==> src/dsps_pkg.sv <==
// dsps_pkg: shared types and constants of the disk sector position sequencer
`default_nettype none
package dsps_pkg;

  localparam int unsigned POS_W    = 12;
  localparam int unsigned CYL_W    = 11;
  localparam int unsigned GEOM_W   = 6;
  localparam int unsigned SBYTES_W = 10;
  localparam int unsigned OFFSET_W = 31;
  localparam int unsigned CFG_W    = 11;
  localparam int unsigned CFG_IDX_W = 2;

  // multiply-add unit: a * b + c
  localparam int unsigned MAC_A_W = 25;
  localparam int unsigned MAC_B_W = 10;
  localparam int unsigned MAC_C_W = 12;
  localparam int unsigned MAC_P_W = 35;

  localparam logic [CYL_W-1:0]    LAST_CYL_RESET     = 11'd410;
  localparam logic [GEOM_W-1:0]   TRACKS_RESET       = 6'd19;
  localparam logic [GEOM_W-1:0]   SECTORS_RESET      = 6'd24;
  localparam logic [SBYTES_W-1:0] SECTOR_BYTES_RESET = 10'd512;
  localparam logic [POS_W-1:0]    DEADSTART_SECTOR   = 12'd3;
  localparam logic [OFFSET_W-1:0] OFFSET_MAX         = {OFFSET_W{1'b1}};

  typedef enum logic [CFG_IDX_W-1:0] {
    REG_LAST_CYLINDER = 2'd0,
    REG_TRACKS        = 2'd1,
    REG_SECTORS       = 2'd2,
    REG_SECTOR_BYTES  = 2'd3
  } cfg_index_t;

  typedef enum logic [1:0] {
    OP_SEEK      = 2'd0,
    OP_CHECK     = 2'd1,
    OP_ADVANCE   = 2'd2,
    OP_DEADSTART = 2'd3
  } op_t;

  typedef enum logic [1:0] {
    ST_OK          = 2'd0,
    ST_BAD_CYLINDER = 2'd1,
    ST_BAD_TRACK    = 2'd2,
    ST_BAD_SECTOR   = 2'd3
  } status_t;

  typedef enum logic [2:0] {
    S_IDLE,
    S_EXEC,
    S_CHECK,
    S_MUL2,
    S_MUL3,
    S_DONE
  } seq_state_t;

endpackage
`default_nettype wire

==> src/dsps_if.sv <==
// dsps_if: input and output channel interfaces
`default_nettype none
interface dsps_in_if;
  logic        valid;
  logic        ready;
  logic [1:0]  op;
  logic [11:0] new_cylinder;
  logic [11:0] new_track;
  logic [11:0] new_sector;
  logic        half_interlace;
  logic        is_write;

  modport source (output valid, op, new_cylinder, new_track, new_sector, half_interlace,
                  is_write, input ready);
  modport sink   (input valid, op, new_cylinder, new_track, new_sector, half_interlace,
                  is_write, output ready);
endinterface

interface dsps_out_if;
  logic        valid;
  logic        ready;
  logic [1:0]  status;
  logic [30:0] byte_offset;
  logic        repositioned;
  logic [11:0] cur_cylinder;
  logic [11:0] cur_track;
  logic [11:0] cur_sector;

  modport source (output valid, status, byte_offset, repositioned, cur_cylinder, cur_track,
                  cur_sector, input ready);
  modport sink   (input valid, status, byte_offset, repositioned, cur_cylinder, cur_track,
                  cur_sector, output ready);
endinterface
`default_nettype wire

==> src/dsps_mac.sv <==
// dsps_mac: shared multiply-add unit for the linear offset
`default_nettype none
module dsps_mac (
  input  wire logic [dsps_pkg::MAC_A_W-1:0] a,
  input  wire logic [dsps_pkg::MAC_B_W-1:0] b,
  input  wire logic [dsps_pkg::MAC_C_W-1:0] c,
  output logic      [dsps_pkg::MAC_P_W-1:0] p
);

  logic [dsps_pkg::MAC_P_W-1:0] prod;

  assign prod = dsps_pkg::MAC_P_W'(a) * dsps_pkg::MAC_P_W'(b);
  assign p    = prod + dsps_pkg::MAC_P_W'(c);

endmodule
`default_nettype wire

==> src/disk_sector_position_sequencer_top.sv <==
// disk_sector_position_sequencer_top: disk position keeper with offset check
// One word in gives one word out. Advance goes from the update state (EXEC) to the
// load state (DONE). Seek, transfer check and deadstart take an update state, a
// compare state that also starts the offset, then two more passes through the one
// shared multiply-add unit ((cylinder*tracks + track)*sectors + sector)*sector_bytes,
// and a state that loads the result. An invalid position skips the two passes.
// Input is not ready until the result is loaded, so a new word is taken only after the
// last one is through, and the load waits while the output is full. The result
// register holds the result until taken while the next word is accepted.
`default_nettype none
module disk_sector_position_sequencer_top (
  input  wire logic        clk,
  input  wire logic        rst,
  input  wire logic        cfg_write,
  input  wire logic [dsps_pkg::CFG_IDX_W-1:0] cfg_index,
  input  wire logic [dsps_pkg::CFG_W-1:0]     cfg_data,
  dsps_in_if.sink          in_ch,
  dsps_out_if.source       out_ch
);

  dsps_pkg::seq_state_t state, state_next;

  logic [dsps_pkg::CYL_W-1:0]    last_cyl;
  logic [dsps_pkg::GEOM_W-1:0]   tracks;
  logic [dsps_pkg::GEOM_W-1:0]   sectors;
  logic [dsps_pkg::SBYTES_W-1:0] sector_bytes;

  logic [dsps_pkg::POS_W-1:0] pos_cyl, pos_track, pos_sector;
  logic interlace_two, pending, last_was_write;

  dsps_pkg::op_t op_q;
  logic [dsps_pkg::POS_W-1:0] new_cyl_q, new_track_q, new_sector_q;
  logic half_q, wr_q;

  logic [dsps_pkg::MAC_P_W-1:0] acc;
  dsps_pkg::status_t res_status;
  logic res_rep;

  logic out_valid;
  dsps_pkg::status_t out_status;
  logic [dsps_pkg::OFFSET_W-1:0] out_offset;
  logic out_rep;
  logic [dsps_pkg::POS_W-1:0] out_cyl, out_track, out_sector;

  logic [dsps_pkg::MAC_A_W-1:0] mac_a;
  logic [dsps_pkg::MAC_B_W-1:0] mac_b;
  logic [dsps_pkg::MAC_C_W-1:0] mac_c;
  logic [dsps_pkg::MAC_P_W-1:0] mac_p;

  logic accept, out_free, pos_valid, dir;
  logic cyl_bad, track_bad, sector_bad;
  logic [dsps_pkg::POS_W-1:0] adv_cyl, adv_track, adv_sector;
  logic [dsps_pkg::POS_W-1:0] s1, s2, t1;
  logic [dsps_pkg::POS_W-1:0] spt_ext, spt_plus1, tpc_ext;
  logic [dsps_pkg::OFFSET_W-1:0] sat_offset;

  assign accept   = in_ch.valid & in_ch.ready;
  assign out_free = ~out_valid | out_ch.ready;
  assign in_ch.ready = (state == dsps_pkg::S_IDLE);

  assign dir        = (op_q == dsps_pkg::OP_CHECK) ? wr_q : 1'b0;
  assign cyl_bad    = pos_cyl > {1'b0, last_cyl};
  assign tpc_ext    = {{(dsps_pkg::POS_W-dsps_pkg::GEOM_W){1'b0}}, tracks};
  assign spt_ext    = {{(dsps_pkg::POS_W-dsps_pkg::GEOM_W){1'b0}}, sectors};
  assign spt_plus1  = spt_ext + 12'd1;
  assign track_bad  = pos_track >= tpc_ext;
  assign sector_bad = pos_sector >= spt_ext;
  assign pos_valid  = ~cyl_bad & ~track_bad & ~sector_bad;

  // next sector under the interlace wrap rules
  assign s1 = pos_sector + 12'd1;
  assign s2 = pos_sector + 12'd2;
  assign t1 = pos_track + 12'd1;

  always_comb begin
    adv_cyl    = pos_cyl;
    adv_track  = pos_track;
    adv_sector = pos_sector;
    if (!interlace_two) begin
      adv_sector = s1;
      if (s1 == spt_ext) begin
        adv_sector = '0;
        adv_track  = t1;
      end
    end else begin
      adv_sector = s2;
      if (s2 == spt_ext) begin
        adv_sector = '0;
        adv_track  = t1;
        if (t1 == tpc_ext) begin
          adv_track  = '0;
          adv_sector = 12'd1;
        end
      end else if (s2 == spt_plus1) begin
        adv_sector = 12'd1;
        adv_track  = t1;
      end
    end
  end

  always_comb begin
    case (state)
      dsps_pkg::S_CHECK: begin
        mac_a = dsps_pkg::MAC_A_W'(pos_cyl);
        mac_b = dsps_pkg::MAC_B_W'(tracks);
        mac_c = pos_track;
      end
      dsps_pkg::S_MUL2: begin
        mac_a = acc[dsps_pkg::MAC_A_W-1:0];
        mac_b = dsps_pkg::MAC_B_W'(sectors);
        mac_c = pos_sector;
      end
      default: begin
        mac_a = acc[dsps_pkg::MAC_A_W-1:0];
        mac_b = sector_bytes;
        mac_c = '0;
      end
    endcase
  end

  dsps_mac u_mac (
    .a (mac_a),
    .b (mac_b),
    .c (mac_c),
    .p (mac_p)
  );

  assign sat_offset = (acc[dsps_pkg::MAC_P_W-1:dsps_pkg::OFFSET_W] != '0) ?
                      dsps_pkg::OFFSET_MAX : acc[dsps_pkg::OFFSET_W-1:0];

  always_ff @(posedge clk) begin
    if (rst) begin
      state <= dsps_pkg::S_IDLE;
    end else begin
      state <= state_next;
    end
  end

  always_comb begin
    state_next = state;
    case (state)
      dsps_pkg::S_IDLE:  if (accept) state_next = dsps_pkg::S_EXEC;
      dsps_pkg::S_EXEC:  state_next = (op_q == dsps_pkg::OP_ADVANCE) ? dsps_pkg::S_DONE
                                                                   : dsps_pkg::S_CHECK;
      dsps_pkg::S_CHECK: state_next = pos_valid ? dsps_pkg::S_MUL2 : dsps_pkg::S_DONE;
      dsps_pkg::S_MUL2:  state_next = dsps_pkg::S_MUL3;
      dsps_pkg::S_MUL3:  state_next = dsps_pkg::S_DONE;
      dsps_pkg::S_DONE:  if (out_free) state_next = dsps_pkg::S_IDLE;
      default:           state_next = dsps_pkg::S_IDLE;
    endcase
  end

  always_ff @(posedge clk) begin
    if (rst) begin
      last_cyl       <= dsps_pkg::LAST_CYL_RESET;
      tracks         <= dsps_pkg::TRACKS_RESET;
      sectors        <= dsps_pkg::SECTORS_RESET;
      sector_bytes   <= dsps_pkg::SECTOR_BYTES_RESET;
      pos_cyl        <= '0;
      pos_track      <= '0;
      pos_sector     <= '0;
      interlace_two  <= 1'b0;
      pending        <= 1'b1;
      last_was_write <= 1'b0;
      out_valid      <= 1'b0;
    end else begin
      if (cfg_write) begin
        case (dsps_pkg::cfg_index_t'(cfg_index))
          dsps_pkg::REG_LAST_CYLINDER: last_cyl <= cfg_data[dsps_pkg::CYL_W-1:0];
          dsps_pkg::REG_TRACKS:        tracks <= cfg_data[dsps_pkg::GEOM_W-1:0];
          dsps_pkg::REG_SECTORS:       sectors <= cfg_data[dsps_pkg::GEOM_W-1:0];
          dsps_pkg::REG_SECTOR_BYTES:  sector_bytes <= cfg_data[dsps_pkg::SBYTES_W-1:0];
          default: ;
        endcase
      end

      if (state == dsps_pkg::S_DONE && out_free) begin
        out_valid <= 1'b1;
      end else if (out_ch.valid && out_ch.ready) begin
        out_valid <= 1'b0;
      end

      case (state)
        dsps_pkg::S_EXEC: begin
          res_status <= dsps_pkg::ST_OK;
          res_rep    <= 1'b0;
          acc        <= '0;
          case (op_q)
            dsps_pkg::OP_SEEK: begin
              interlace_two <= half_q;
              if (new_cyl_q != pos_cyl || new_track_q != pos_track ||
                  new_sector_q != pos_sector) pending <= 1'b1;
              pos_cyl    <= new_cyl_q;
              pos_track  <= new_track_q;
              pos_sector <= new_sector_q;
            end
            dsps_pkg::OP_ADVANCE: begin
              pos_cyl    <= adv_cyl;
              pos_track  <= adv_track;
              pos_sector <= adv_sector;
              if (interlace_two) pending <= 1'b1;
            end
            dsps_pkg::OP_DEADSTART: begin
              pos_cyl    <= {1'b0, last_cyl};
              pos_track  <= '0;
              pos_sector <= dsps_pkg::DEADSTART_SECTOR;
              pending    <= 1'b1;
            end
            default: ;
          endcase
        end
        dsps_pkg::S_CHECK: begin
          if (cyl_bad) begin
            res_status <= dsps_pkg::ST_BAD_CYLINDER;
          end else if (track_bad) begin
            res_status <= dsps_pkg::ST_BAD_TRACK;
          end else if (sector_bad) begin
            res_status <= dsps_pkg::ST_BAD_SECTOR;
          end else begin
            acc            <= mac_p;
            res_rep        <= pending | (last_was_write != dir);
            pending        <= 1'b0;
            last_was_write <= dir;
          end
        end
        dsps_pkg::S_MUL2, dsps_pkg::S_MUL3: begin
          acc <= mac_p;
        end
        default: ;
      endcase
    end
  end

  // payload and result registers
  always_ff @(posedge clk) begin
    if (accept) begin
      op_q         <= dsps_pkg::op_t'(in_ch.op);
      new_cyl_q    <= in_ch.new_cylinder;
      new_track_q  <= in_ch.new_track;
      new_sector_q <= in_ch.new_sector;
      half_q       <= in_ch.half_interlace;
      wr_q         <= in_ch.is_write;
    end
    if (state == dsps_pkg::S_DONE && out_free) begin
      out_status <= res_status;
      out_offset <= sat_offset;
      out_rep    <= res_rep;
      out_cyl    <= pos_cyl;
      out_track  <= pos_track;
      out_sector <= pos_sector;
    end
  end

  assign out_ch.valid        = out_valid;
  assign out_ch.status       = out_status;
  assign out_ch.byte_offset  = out_offset;
  assign out_ch.repositioned = out_rep;
  assign out_ch.cur_cylinder = out_cyl;
  assign out_ch.cur_track    = out_track;
  assign out_ch.cur_sector   = out_sector;

endmodule
`default_nettype wire

==> src/flat_wrapper.sv <==
// flat-port wrapper written by rule: the top's interface ports become plain ports
module disk_sector_position_sequencer_top_flat 
  (clk, rst, cfg_write, cfg_index, cfg_data, in_ch_valid, in_ch_op, in_ch_new_cylinder, in_ch_new_track, in_ch_new_sector, in_ch_half_interlace, in_ch_is_write, in_ch_ready, out_ch_valid, out_ch_status, out_ch_byte_offset, out_ch_repositioned, out_ch_cur_cylinder, out_ch_cur_track, out_ch_cur_sector, out_ch_ready);
  dsps_in_if in_ch_i ();
  dsps_out_if out_ch_i ();
  input  wire logic clk;
  input  wire logic rst;
  input  wire logic cfg_write;
  input  wire logic [dsps_pkg::CFG_IDX_W-1:0] cfg_index;
  input  wire logic [dsps_pkg::CFG_W-1:0] cfg_data;
  input wire logic [$bits(in_ch_i.valid)-1:0] in_ch_valid;
  input wire logic [$bits(in_ch_i.op)-1:0] in_ch_op;
  input wire logic [$bits(in_ch_i.new_cylinder)-1:0] in_ch_new_cylinder;
  input wire logic [$bits(in_ch_i.new_track)-1:0] in_ch_new_track;
  input wire logic [$bits(in_ch_i.new_sector)-1:0] in_ch_new_sector;
  input wire logic [$bits(in_ch_i.half_interlace)-1:0] in_ch_half_interlace;
  input wire logic [$bits(in_ch_i.is_write)-1:0] in_ch_is_write;
  output wire logic [$bits(in_ch_i.ready)-1:0] in_ch_ready;
  output wire logic [$bits(out_ch_i.valid)-1:0] out_ch_valid;
  output wire logic [$bits(out_ch_i.status)-1:0] out_ch_status;
  output wire logic [$bits(out_ch_i.byte_offset)-1:0] out_ch_byte_offset;
  output wire logic [$bits(out_ch_i.repositioned)-1:0] out_ch_repositioned;
  output wire logic [$bits(out_ch_i.cur_cylinder)-1:0] out_ch_cur_cylinder;
  output wire logic [$bits(out_ch_i.cur_track)-1:0] out_ch_cur_track;
  output wire logic [$bits(out_ch_i.cur_sector)-1:0] out_ch_cur_sector;
  input wire logic [$bits(out_ch_i.ready)-1:0] out_ch_ready;
  assign in_ch_i.valid = in_ch_valid;
  assign in_ch_i.op = in_ch_op;
  assign in_ch_i.new_cylinder = in_ch_new_cylinder;
  assign in_ch_i.new_track = in_ch_new_track;
  assign in_ch_i.new_sector = in_ch_new_sector;
  assign in_ch_i.half_interlace = in_ch_half_interlace;
  assign in_ch_i.is_write = in_ch_is_write;
  assign in_ch_ready = in_ch_i.ready;
  assign out_ch_valid = out_ch_i.valid;
  assign out_ch_status = out_ch_i.status;
  assign out_ch_byte_offset = out_ch_i.byte_offset;
  assign out_ch_repositioned = out_ch_i.repositioned;
  assign out_ch_cur_cylinder = out_ch_i.cur_cylinder;
  assign out_ch_cur_track = out_ch_i.cur_track;
  assign out_ch_cur_sector = out_ch_i.cur_sector;
  assign out_ch_i.ready = out_ch_ready;
  disk_sector_position_sequencer_top u_core (.clk(clk), .rst(rst), .cfg_write(cfg_write), .cfg_index(cfg_index), .cfg_data(cfg_data), .in_ch(in_ch_i), .out_ch(out_ch_i));
endmodule
==> config.mk <==
export PLATFORM = sky130hd
export DESIGN_NAME = disk_sector_position_sequencer_top_flat
export DESIGN_NICKNAME = d
export VERILOG_FILES = /design/src/dsps_pkg.sv /design/src/dsps_if.sv /design/src/dsps_mac.sv /design/src/disk_sector_position_sequencer_top.sv /design/src/flat_wrapper.sv
export SDC_FILE = /design/constraint.sdc
export NUM_CORES = 1
export LEC_CHECK = 0
export ABC_AREA = 1
export BUFFER_PORTS_ARGS = -buffer_cell sky130_fd_sc_hd__buf_2
export CAP_MARGIN = 5
export CORE_MARGIN = 2
export CORE_UTILIZATION = 40
export CTS_CLUSTER_SIZE = 20
export DETAILED_ROUTE_END_ITERATION = 6
export HOLD_SLACK_MARGIN = 0.08
export PLACE_DENSITY = 0.55
export SYNTH_ARGS = -nofsm -noshare
export SYNTH_HDL_FRONTEND = slang
export SYNTH_HIERARCHICAL = 1
export SYNTH_SLANG_ARGS = --single-unit
==> constraint.sdc <==
create_clock -name clk -period 5.8 [get_ports clk]
set_input_delay 1.45 -clock clk [delete_from_list [all_inputs] [get_ports clk]]
set_output_delay 1.45 -clock clk [all_outputs]
set_load 0.005 [all_outputs]
Word level (Yosys, flattened, before mapping)

Cells that the tools add are included.

Flip-flop bits (word level): 224
Bits of input ports: 58
Output and inout bits: 72
Word-level logic and storage cells: 147

$add $sub $neg: 5
$mul: 1
$lt $le $gt $ge: 3
Equality and inequality tests: 30
Muxes and demuxes: 43
Bitwise gates (word level): 10
Reduce and logical (&&, ||, !) cells: 28

Operators by type and width:

| cell                  | count |
|---|---|
| $mux 12               | 9 |
| $mux 35               | 3 |
| $pmux 35 s3           | 1 |
| $pmux 12 s3           | 2 |
| $pmux 12 s2           | 2 |
| $eq 12x6->1           | 3 |
| $ne 12x12->1          | 3 |
| $add 35x12->35        | 1 |
| $mul 25x10->35        | 1 |
| $mux 25               | 1 |
| $add 12x1->12 const B | 2 |
| $ge 12x6->1           | 2 |
| $pmux 10 s2           | 1 |
| $pmux 3 s6            | 1 |
| $reduce_and 2->1      | 8 |
| $add 12x2->12 const B | 1 |
| $eq 12x12->1          | 1 |
| $gt 12x11->1          | 1 |
| $mux 1                | 12 |
| $mux 3                | 4 |
| $reduce_and 5->1      | 2 |
| $eq 2x2->1 const B    | 4 |
| $ne 2x2->1 const B    | 4 |
| $reduce_and 4->1      | 2 |
| other kinds (29)      | 49 |

Longest topological paths before layout

Depth after elaboration: 8
Mapped depth: 34
Mapped depth without buffers: 31

By module

Netlist, hierarchy kept.

By module, submodules not included:

| module                             | times used | cells each | area an instance (um2) | sequential area each (um2) |
|---|---|---|---|---|
| disk_sector_position_sequencer_top | 1          | 1,277      | 11,086.9               | 5,965.7 |
| dsps_mac                           | 1          | 1,401      | 9,357.7                | 0.0 |

Worst setup path before layout

Ideal clock, no wire load.

Path type: reg2reg
Start point: register u_core.state[1]
End point: register u_core/acc[34] in the netlist's numbering, data pin
Setup time: 0.270 ns
Data arrival time: 5.809 ns
Required time: 5.530 ns
Slack: -0.279 ns
Cell stages (with the launch flop): 34
Buffers on the path: 3
Period minus slack after synthesis: 6.079 ns
Cell sequence: dfxtp_1 inv_1 nor2_2 clkinv_1 nor2_2 clkbuf_1 a22oi_1 o21ai_0 clkbuf_1 clkbuf_1 nand2_1 fa_1 inv_1 fa_1 inv_1 fa_1 inv_1 fa_1 inv_1 fa_1 inv_1 ha_1 nand2_1 inv_1 nand2_1 nand2_1 inv_1 nand2_1 a21oi_1 nand2_1 nand2_1 nand2_1 inv_1 nor2_1

Cells in the longest elaborated chain, start to end: 8
Elaborated cells on any way between the ends: 14
Those cells by class: add/sub (1); mul (1); eq/ne (4); mux (7); reduce/logical (1)

Ends and longest elaborated chain:

| element                    | RTL line                                  | source |
|---|---|---|
| start, declared            | disk_sector_position_sequencer_top.sv:21  | `dsps_pkg::seq_state_t state, state_next;` |
| start signal, assigned     | disk_sector_position_sequencer_top.sv:133 | `state <= dsps_pkg::S_IDLE;` |
| start signal, assigned     | disk_sector_position_sequencer_top.sv:135 | `state <= state_next;` |
| $eq 3x2->1                 | disk_sector_position_sequencer_top.sv:102 | `case (state)` |
| $pmux 10 s2 *              | disk_sector_position_sequencer_top.sv:102 |  |
| net u_core.mac_b (one bit) | disk_sector_position_sequencer_top.sv:46  | `logic [dsps_pkg::MAC_B_W-1:0] mac_b;` |
| $mul 25x10->35 *           | dsps_mac.sv:12                            | `assign prod = dsps_pkg::MAC_P_W'(a) * dsps_pkg::MAC_P_W'(b);` |
| $add 35x12->35 *           | dsps_mac.sv:13                            | `assign p = prod + dsps_pkg::MAC_P_W'(c);` |
| net u_core.mac_p (one bit) | disk_sector_position_sequencer_top.sv:48  | `logic [dsps_pkg::MAC_P_W-1:0] mac_p;` |
| $mux 35                    | disk_sector_position_sequencer_top.sv:217 | `end else if (sector_bad) begin` |
| $mux 35                    | disk_sector_position_sequencer_top.sv:215 | `end else if (track_bad) begin` |
| $mux 35                    | disk_sector_position_sequencer_top.sv:213 | `if (cyl_bad) begin` |
| $pmux 35 s3 *              | disk_sector_position_sequencer_top.sv:183 | `case (state)` |
| end signal, assigned       | disk_sector_position_sequencer_top.sv:220 | `acc <= mac_p;` |
| end signal, assigned       | disk_sector_position_sequencer_top.sv:227 | `acc <= mac_p;` |
| end, declared              | disk_sector_position_sequencer_top.sv:35  | `logic [dsps_pkg::MAC_P_W-1:0] acc;` |

The timed path passes the listed nets; every way through them passes the cells marked *. The select of a mux whose other input is x is not followed.
A chain may end at the register's enable or synchronous reset.

Final worst setup path

Start point: register u_core.state[1]
End point: register u_core/acc[22] in the netlist's numbering, data pin

Cells in the longest elaborated chain, start to end: 8
Elaborated cells on any way between the ends: 14
Those cells by class: add/sub (1); mul (1); eq/ne (4); mux (7); reduce/logical (1)

Ends and longest elaborated chain:

| element                    | RTL line                                  | source |
|---|---|---|
| $eq 3x2->1 *               | disk_sector_position_sequencer_top.sv:102 |  |
| $mux 25 *                  | disk_sector_position_sequencer_top.sv:102 |  |
| net u_core.mac_a (one bit) | disk_sector_position_sequencer_top.sv:45  | `logic [dsps_pkg::MAC_A_W-1:0] mac_a;` |
| $mul 25x10->35 *           | dsps_mac.sv:12                            |  |
| $add 35x12->35 *           | dsps_mac.sv:13                            |  |
| net u_core.mac_p (one bit) | disk_sector_position_sequencer_top.sv:48  |  |
| $mux 35                    | disk_sector_position_sequencer_top.sv:217 |  |
| $mux 35                    | disk_sector_position_sequencer_top.sv:215 |  |
| $mux 35                    | disk_sector_position_sequencer_top.sv:213 |  |
| $pmux 35 s3 *              | disk_sector_position_sequencer_top.sv:183 |  |

Marks and branches as above.

==> results.py <==
metrics = {
    "run_status": {
        "status": "complete, no violations",
    },
    "route": {
        "ant_nets": 0,
        "drtPass1Iterations": 7,
        "wl_per_cell_um": 17.2,
        "routed_wl_mm": 61.4,
        "drt_iter0_drc": 1020,
        "vias_per_cell": 4.93,
        "vias": 17600,
        "drcViolationCount": 0,
    },
    "run": {
        "max_cap_viol_count": 0,
    },
    "logic_synthesis": {
        "yosysUniqueCellTypes": 45,
        "syn_inst": 2678,
        "yosysSeqAreaShare_pct": 29.2,
        "synth.ff_latch_count": 224,
        "synth.cell_area_um2": 20400,
        "yosysWarnings": 6,
        "synth_edf_count": 148,
        "syn_nets": 3048,
        "synthArstFlopShare_pct": 0,
        "synth_area_per_cell_um2": 7.63,
        "ys.flop_type": "edfxtp_1",
    },
    "finish": {
        "layout_commonest_cell": "nand2_1",
        "layout.cells.non_filler": 3573,
        "layout.nets": 3252,
        "areaGrowthSynthToFinish_pct": 21.3,
        "fill_cells": 4974,
        "final_cell_mix": "nand2_1 (687), inv_1 (604), fa_1 (190), nor2_1 (148), edfxtp_1 (148)",
        "diodes": 0,
        "fin_util_pct": 49.3,
        "drive_gt1_share_pct": 19.5,
    },
    "setup_path": {
        "crit_path_start": "u_core/state[1]",
        "reg2reg_from": "u_core/state[1]",
        "rr_endpoint": "u_core/acc[22]",
        "cp.required_ns": 6.09,
        "cp_common_cell": "nand2_1",
        "crit_path_end_kind": "flip-flop",
        "max_stage_delay_ns": 0.52,
        "rrSetupSlack_ns": 0.14,
        "critical_path_class": "reg -> reg",
        "cp_slowest_cell": "fa_1",
        "r2r_cells": 33,
        "arrival_ns": 5.96,
        "crit_fanout": 8,
        "critPathLaunchType": "flip-flop",
    },
    "pwr": {
        "peakVddDrop_mv": 0.464,
        "powerDensity_nw_per_um2": 578,
        "power_uw": 14300,
        "leakage_uw": 0.0126,
    },
    "floorplanning": {
        "ioPinCount": 130,
        "die_x_um": 230,
        "die-area_um2": 52900,
        "start_util_pct": 40.7,
        "dieHeight_um": 230,
        "fp-row-count": 82,
        "core_area_um2": 50300,
    },
    "timing": {
        "finalMaxSlewViolations": 0,
        "tightest_slew_ns": 1.12,
        "hold_violations": 0,
        "max_slew_margin_pct": 25.4,
        "fmax_ghz": 0.177,
        "setup_violations": 0,
        "rsz0062_at_grt": "yes",
        "fin_crit_sh_pct": 97.6,
        "min_period_ns": 5.66,
        "finalWorstSetupSlack_ns": 0.137,
        "finClkSkew_ns": 0.0228,
    },
    "global_routing": {
        "grt_use_total_pct": 22.7,
        "grt_pass1_vias": 17800,
        "grt_pass1_wl_mm": 95.6,
        "grt_overflow": 0,
        "antenna_found_initial": 0,
        "grt_max_degree": 58,
    },
    "cts": {
        "htree_levels": 1,
        "clk_pin_slew_ns": 0.06,
        "cts_tree": "done",
        "clockRootBuffer": "clkbuf_16",
        "clock_latency_ns": 0.57,
        "cts_sinks": 224,
        "cts_buffer_depth": 3,
        "cts_buffers": 26,
    },
    "placement": {
        "gp_congestion": 0.938,
        "portBuffers": 129,
        "dpl.cell_count": 3461,
        "hpwl_mm": 46.9,
        "place_ws_ns": -0.0609,
    },
    "worst_hold_path": {
        "min_from": "u_core/res_status[0]",
        "worstHoldPathType": "reg -> reg",
        "hold_depth": 0,
        "min_to": "u_core/out_ch.status[0]",
    },
}
metal layers:
metal / vias to the layer above / global-route usage, % / share of wire (%)
li1: 8488 / - / -
met1: 8575 / 28.5 / 42
met2: 427 / 40.4 / 49
met3: 110 / 2.01 / 4.2
met4: 0 / 8.81 / 4.2
met5: - / 0 / 0
synth_stat cells (2+ instances only):
library cell / instances / area share (%)
nand4_1: 21 / 0.64
o21bai_1: 3 / 0.11
nor3_1: 17 / 0.42
nand3_2: 3 / 0.15
nor2_1: 171 / 3.1
a21oi_1: 78 / 1.9
dfxtp_1: 76 / 7.4
nand3b_1: 2 / 0.073
o21ai_1: 2 / 0.049
or2_1: 2 / 0.061
a22oi_1: 7 / 0.26
xnor2_1: 19 / 0.81
fa_1: 194 / 19
inv_2: 2 / 0.037
a31oi_1: 13 / 0.40
buf_1: 10 / 0.18
inv_1: 637 / 12
ha_1: 118 / 7.2
buf_2: 3 / 0.073
edfxtp_1: 148 / 22
buf_4: 3 / 0.11
nand2_4: 2 / 0.11
nor2_2: 7 / 0.21
clkbuf_1: 78 / 1.4
buf_6: 2 / 0.11
xor2_1: 34 / 1.5
o22ai_1: 14 / 0.43
nor2_4: 5 / 0.28
a221oi_1: 5 / 0.21
o21ai_0: 88 / 2.2
nand2_1: 780 / 14
or2_2: 3 / 0.092
clkinv_1: 4 / 0.073
o211ai_1: 14 / 0.51
nand3_1: 90 / 2.2
nand2_2: 14 / 0.43
layout make-up:
class	count	area (µm²)	share of cell area (%)
multi-input cells	1715	12600	50.9
flip-flops and latches	224	5970	24.1
inverters	643	2440	9.82
repair buffers	272	2100	8.48
well taps	672	841	3.39
clock buffers	32	694	2.80
clock inverters	15	136	0.550
state kept, by name, summed over array words and instances (netlist names), 2 cells and up:
| name | flops |
|---|---|
| u_core/pos_sector | 12 |
| u_core/out_ch.byte_offset | 31 |
| u_core/tracks | 6 |
| u_core/sectors | 6 |
| u_core/state | 3 |
| u_core/out_ch.cur_cylinder | 12 |
| u_core/last_cyl | 11 |
| u_core/new_sector_q | 12 |
| u_core/out_ch.cur_track | 12 |
| u_core/pos_track | 12 |
| u_core/acc | 35 |
| u_core/sector_bytes | 10 |
| u_core/res_status | 2 |
| u_core/out_ch.cur_sector | 12 |
| u_core/new_cyl_q | 12 |
| u_core/out_ch.status | 2 |
| u_core/new_track_q | 12 |
| u_core/op_q | 2 |
| u_core/adv_cyl | 12 |
power by group:
part           switching (µW)  internal [µW]
clock network             688            939
logic                    6210           4100
registers                 298           2100
metrics by stage:
| step | setup TNS, ns | instance area, µm² | hold slack (ns) |
|---|---|---|---|
| floorplan | 0 | 20500 | 0.400 |
| global placement | 0 | 22300 | 0.408 |
| detailed placement | -0.330 | 22300 | 0.413 |
| CTS | -0.00953 | 23300 | 0.427 |
| global route | -1.15 | 24800 | 0.435 |
| finish | 0 | 24800 | 0.426 |
worst max path at each step:
| stage | endpoint | cells past startpoint |
|---|---|---|
| after detailed placement | u_core/acc[28] | 29 |
| after floorplan | u_core/acc[34] | 33 |
| after global placement | u_core/acc[22] | 28 |
| after global routing | u_core/acc[34] | 33 |
| final | u_core/acc[22] | 33 |
| after CTS | u_core/acc[22] | 30 |
cell families (layout without fill, tap and decap cells):
| logic type | Yosys count | after routing | share of synthesized area [%] |
|---|---|---|---|
| AND/OR/NAND/NOR | 1120 | 1120 | 22.3 |
| buffers and inverters | 739 | 962 | 13.7 |
| adder cells (fa/ha/maj) | 312 | 312 | 26.2 |
| AO/OA/AOI/OAI | 229 | 229 | 6.24 |
| flip-flops | 224 | 224 | 29.2 |
| XOR/XNOR | 54 | 54 | 2.38 |
critical path, delay by kind of cell, from the launching register on:
kind	cells	cell delay, ns
adder cells (fa/ha/maj)	6	2.67
buffers and inverters	14	1.21
AND/OR/NAND/NOR	12	1.06
flip-flops	1	0.34
AO/OA/AOI/OAI	1	0.11
timing repair:
action / 4_1_cts / 5_1_grt
pin swaps: 1 / 88
cloned: 2 / 5
gates resized for setup: 13 / 276
hold endpoints to repair: 0 / 0
hold buffers: 0 / 0
endpoints found under the setup margin: 14 / 26
buffers inserted: 2 / 55
Power figures use the tool's default switching activity.
